<file path="config.mk">
export PLATFORM = sky130hd
export DESIGN_NAME = cpe_div
export DESIGN_NICKNAME = d
export VERILOG_FILES = /design/src/design/cpe_div.sv
export SDC_FILE = /design/constraint.sdc
export NUM_CORES = 1
export LEC_CHECK = 0
export BUFFER_PORTS_ARGS = -buffer_cell sky130_fd_sc_hd__clkbuf_2
export CORE_MARGIN = 3
export CORE_UTILIZATION = 45
export CTS_CLUSTER_SIZE = 40
export DETAILED_ROUTE_END_ITERATION = 6
export PLACE_DENSITY = 0.68
export RECOVER_POWER = 100
export SETUP_SLACK_MARGIN = 0.4
export SLEW_MARGIN = 15
export SYNTH_ARGS = -nofsm -noshare
export SYNTH_HDL_FRONTEND = slang
export SYNTH_SLANG_ARGS = --single-unit
</file>
<file path="constraint.sdc">
create_clock -name clk -period 4.1 [get_ports clk]
set_input_delay 0 -clock clk [delete_from_list [all_inputs] [get_ports clk]]
set_output_delay 0 -clock clk [all_outputs]
set_load 0.05 [all_outputs]
</file>
<file path="src/design/cpe_div.sv">
// ---------------------------------------------------------------------------
// cpe_div
// Serial restoring divider, one quotient bit per cycle, floor rounding.
// ---------------------------------------------------------------------------
module cpe_div #(
    parameter int NUM_W = 34,
    parameter int DEN_W = 7
) (
    input  logic                    clk,
    input  logic                    rst_n,
    input  logic                    start,
    input  logic [NUM_W-1:0]        num_abs,
    input  logic                    neg,
    input  logic [DEN_W-1:0]        den,
    output logic                    done,
    output logic signed [NUM_W-1:0] quot
);

    localparam int CW = $clog2(NUM_W + 1);

    logic             busy_reg, busy_next;
    logic             done_reg, done_next;
    logic [CW-1:0]    cnt_reg, cnt_next;
    logic [NUM_W-1:0] qd_reg, qd_next;
    logic [DEN_W-1:0] rem_reg, rem_next;
    logic [DEN_W-1:0] den_reg, den_next;
    logic             neg_reg, neg_next;
    logic [DEN_W:0]   trial;
    logic [DEN_W:0]   diff;
    logic             fits;

    // one restoring step
    always_comb
    begin
        trial = {rem_reg, qd_reg[NUM_W-1]};
        fits  = trial >= {1'b0, den_reg};
        diff  = trial - {1'b0, den_reg};
    end

    // step control
    always_comb
    begin
        busy_next = busy_reg;
        done_next = 1'b0;
        cnt_next  = cnt_reg;
        qd_next   = qd_reg;
        rem_next  = rem_reg;
        den_next  = den_reg;
        neg_next  = neg_reg;
        if (start)
        begin
            busy_next = 1'b1;
            cnt_next  = CW'(NUM_W - 1);
            qd_next   = num_abs;
            rem_next  = '0;
            den_next  = den;
            neg_next  = neg;
        end
        else if (busy_reg)
        begin
            qd_next  = {qd_reg[NUM_W-2:0], fits};
            rem_next = fits ? diff[DEN_W-1:0] : trial[DEN_W-1:0];
            cnt_next = cnt_reg - CW'(1);
            if (cnt_reg == '0)
            begin
                busy_next = 1'b0;
                done_next = 1'b1;
            end
        end
    end

    // control registers
    always_ff @(posedge clk or negedge rst_n)
    begin
        if (!rst_n)
        begin
            busy_reg <= 1'b0;
            done_reg <= 1'b0;
        end
        else
        begin
            busy_reg <= busy_next;
            done_reg <= done_next;
        end
    end

    // datapath registers
    always_ff @(posedge clk)
    begin
        cnt_reg <= cnt_next;
        qd_reg  <= qd_next;
        rem_reg <= rem_next;
        den_reg <= den_next;
        neg_reg <= neg_next;
    end

    // floor result for a negative numerator
    always_comb
    begin
        if (neg_reg)
        begin
            quot = -($signed(qd_reg) + $signed(NUM_W'(rem_reg != '0)));
        end
        else
        begin
            quot = $signed(qd_reg);
        end
    end

    assign done = done_reg;

endmodule

</file>
==> impl.org <==
** Cells and area
- Filler Cell Count :: 902
- Compared with the post-synthesis result, the final layout area differs by 30.0%.
- The register with the most flip-flops in the layout has 34 of them.
- Of the cells placed in the final design, the portion with a size suffix greater than 1 is 16.9%.
- The number of antenna diodes in the final layout is 0.
- For this run, the post-layout net count is 770.

** Setup path
- The startpoint identified for the worst register-to-register timing path is busy_reg$_DFF_PN0_.
- Data on the critical path is required at its endpoint by 4.10 ns.
- CP Data Arrival Time :: 3.88 ns
- Most used cell, CP :: ha_4
- Critical Path Slowest Stage Cell :: or4_4
- Along the worst path, the maximum fanout reaches 3.
- Terminus of the critical flop-to-flop path :: qd_reg[18]$_DFFE_PP_
- Setup slack on the worst reg-to-reg path comes out at 1.22 ns.
- Crit path launch type :: register
- The critical path goes through or4_4 > nor4_4 > ha_1 > ha_4 > inv_2 > ha_4 > o21bai_4 > o21ai_2 > a2111o_1 > and4_1 > o31ai_2 > a21oi_2 > o221ai_2 > nor3_1 > a311o_1 > buf_8.
- Measured in cells, the most critical reg-to-reg path has a length of 3.
- STA classifies the critical path endpoint as an output pin.
- In this run the worst setup path begins at rem_reg[4]$_SDFFE_PP0P_.
- Worst Setup Path Type :: reg -> out
- In this design, the stage delay of the slowest critical-path cell is 0.54 ns.

** Power
- Switching component of the power :: 1620 µW
- Across the VDD grid, the largest voltage drop is 0.321 mV.
- Power per Cell Area :: 569 mW/mm²
- Sw Ratio :: 47.3%
- Clk network pwr share :: 15.5%
- Internal Pwr Total :: 1810 µW
- Combinational share of power :: 60.7%
- Per report_power, the sequential group accounts for 23.7% of the total.
- In this run the static leakage power is 0.00270 µW.

** Logic synthesis
- Async SR Flop Fraction :: 3.51%
- Synth cell types :: 55
- Counting every net in the synthesized netlist gives 641.
- Number of synthesized flops with an enable pin :: 42
- Dominant synthesized flop cell :: edfxtp_1
- During synthesis, Yosys emitted a total of 0 warnings.
- Share of synthesized area occupied by flip-flops and latches :: 33.9%
- In this run, synthesis produced a sequential element count of 57.
- Synthesis produced a netlist whose cell count is 551.
- Summing every instance area after synthesis gives 0.00463 mm².
- Mean instance size in the synthesized netlist :: 8.41 µm²

** Clocking
- Clock sink total :: 57
- Clock tree buffer depth :: 2
- Clock-pin slew was measured on the worst setup and hold paths at 0.07 ns.
- Level count of the clock H-tree :: 3
- The tree is rooted in a clkbuf_8.
- TritonCTS clock tree :: yes
- Clock latency on the worst-skew pair, taken at its later pin, is 0.35 ns.
- Number of buffers inserted during clock tree synthesis :: 9

** Timing
- The smallest clock period supported by the final layout is computed as 3.88 ns.
- Number of setup violations in the final report :: 0
- Unrepaired setup endpoints after global routing :: true
- Final sum of negative setup slack :: 0 ns
- Hold Violations, Final :: 0
- Actual slew at the worst max-slew pin :: 2.06 ns
- Clock Skew :: 0.00730 ns
- Final Slew Violations :: 73
- Headroom to the max-slew limit :: -37.3%
- Dividing the final minimum period by the clock period gives 94.7%.
- Based on the critical path, the design can be clocked at up to 257 MHz.
- Fin worst setup slack :: 0.216 ns

** Global routing
- The via count of the first global-routing pass came to 4306.
- The first global-routing pass estimated 19000 µm of wire.
- Antenna violations before repair :: 0
- Entering global routing, the biggest net connects 50 pins.
- For this run, the total global-route usage over all layers was measured as 20.2%.
- Gr ovfl total :: 0

** Detailed routing
- In the routed design, unresolved DRC markers number 0.
- Total number of vias :: 4326
- The count of nets left with antenna violations once routing finished came out at 0.
- Detailed-route wire length :: 11500 µm
- The first TritonRoute pass finished after 4 iterations.
- First-iteration detailed-routing DRC count :: 155
- Mean routed wirelength per cell :: 14.1 µm
- After detailed routing, the number of vias per cell comes to 5.29.

** Hold path
- Worst Hold Class :: in -> reg
- The startpoint identified for the worst hold timing path is start.
- Along the worst hold path, the cell count comes to 3.
- End of the worst hold path :: cnt_reg[4]$_SDFFE_PP0P_

** Place
- At the placement stage, the worst setup path has a slack of 0.0995 ns.
- GP Congestion :: 0.875
- After legalization and detailed placement, the total HPWL measured 8280 µm.
- Number of port buffers :: 79

** Floorplanning
- Die footprint :: 0.0116 mm²
- Number of standard-cell rows in the floorplan :: 36
- The die is 107 µm tall.
- The initial utilization of the core area, before any placement, comes to 46.8%.
- Core footprint :: 0.00991 mm²
- Pin placement for this block handled 80 I/O pins.
- In this run the horizontal extent of the chip is 107 µm.

** Status
- Violations in the final reports :: capacitance limit, slew limit
- The flow ran to the end, but the final reports show violations.

** Job
- Max-cap check violation count :: 2
[cells in the final DEF, fill, tap and decap left out, types with 3 or more instances in the layout]
| master | count |
|---|---|
| edfxtp_1 | 42 |
| nor3_1 | 5 |
| clkbuf_1 | 32 |
| nand2_1 | 80 |
| o21ai_2 | 5 |
| o21ai_0 | 65 |
| clkbuf_2 | 44 |
| nor2_1 | 28 |
| a21oi_1 | 40 |
| inv_1 | 49 |
| dfxtp_1 | 11 |
| o21a_1 | 4 |
| mux2_2 | 4 |
| nor2b_1 | 3 |
| nand4_1 | 9 |
| xor2_1 | 19 |
| buf_4 | 16 |
| o21bai_1 | 3 |
| clkinvlp_4 | 3 |
| a211oi_1 | 9 |
| a21o_1 | 17 |
| nand3_1 | 9 |
| xnor2_1 | 16 |
| o211ai_1 | 3 |
| ha_1 | 42 |
| clkbuf_8 | 11 |
| nand2b_1 | 6 |
| dlygate4sd3_1 | 44 |
| and2_1 | 3 |
| mux2i_1 | 10 |
[how the worst max path moves through the flow]
stage	endpoint	cells past startpoint
floorplan	quot[33]	14
global placement	quot[31]	16
detailed placement	quot[31]	16
CTS	quot[31]	16
global route	quot[31]	16
finish	quot[31]	16
[cell usage after synthesis, drive strengths merged (13+ instances only)]
master | instances | area share (%)
inv | 50 | 4.0
a21oi | 42 | 4.5
nand2 | 80 | 6.5
edfxtp | 42 | 27
clkbuf | 20 | 1.6
nor2 | 29 | 2.4
a21o | 17 | 2.8
dfxtp | 13 | 5.6
xor2 | 19 | 3.6
xnor2 | 17 | 3.2
o21ai | 70 | 7.6
ha | 44 | 12
[kinds of logic after synthesis]
group,count (synthesis),synth area share (%)
DFF,57,33.9
buffers and inverters,74,5.99
and+or+nand+nor,155,15.0
adders and majority gates,45,12.3
muxes,14,3.13
xor gates and xnor gates,36,6.80
AOI/OAI and AO/OA,170,22.8
[layout make-up]
type                       count  area, µm²  share of cell area (%)
clock buffer                   9        124                    2.06
clock inverter                 7       70.1                    1.16
inverter                      50        188                    3.11
multi-input combinational    420       2920                    48.5
sequential                    57       1570                    26.1
tap                          133        166                    2.76
timing repair buffer         142        981                    16.3
[layer usage]
metal	global-route usage [%]	routed length, µm	share of wire, %
met1	24.9	5120	44
met2	35.0	5720	50
met3	4.08	486	4.2
met4	7.03	187	1.6
met5	0	0	0
[per-stage QoR]
stage | cell area, µm² | utilization (%) | hold slack (ns) | power [µW] | instances
6_report | 6030 | 60.8 | 0.194 | 3430 | 818
2_1_floorplan | 4630 | - | -0.296 | 2260 | 551
4_1_cts | 6010 | 60.6 | 0.174 | 3430 | 813
5_1_grt | 6030 | 60.8 | 0.224 | 3670 | 818
3_3_place_gp | 5140 | 51.9 | -0.214 | 2610 | 744
3_5_place_dp | 5140 | 51.9 | -0.207 | 2650 | 744
[power by group through the flow]
stage | Clock [µW] | Sequential, µW | Combinational (µW)
after CTS | 550 | 816 | 2070
after detailed placement | 0 | 823 | 1830
after global placement | 0 | 818 | 1800
final | 533 | 814 | 2080
after floorplan | 0 | 793 | 1470
after global routing | 574 | 826 | 2270
[critical path, delay by kind of cell, from the launching register on]
kind	cells	cell delay (ns)
AO/OA/AOI/OAI	7	1.52
adder cells (fa/ha/maj)	3	0.53
buffers and inverters	2	0.20
flip-flops	1	0.32
AND/OR/NAND/NOR	4	0.93
[timing repair]
action                                  CTS  global route
hold endpoints to repair                 44             0
endpoints found under the setup margin   18            19
buffers inserted                          9             4
hold buffers                             44             0
resized for setup                        40            27
pin swaps                                20            16
No activity file was read; power rests on OpenSTA's default activity.
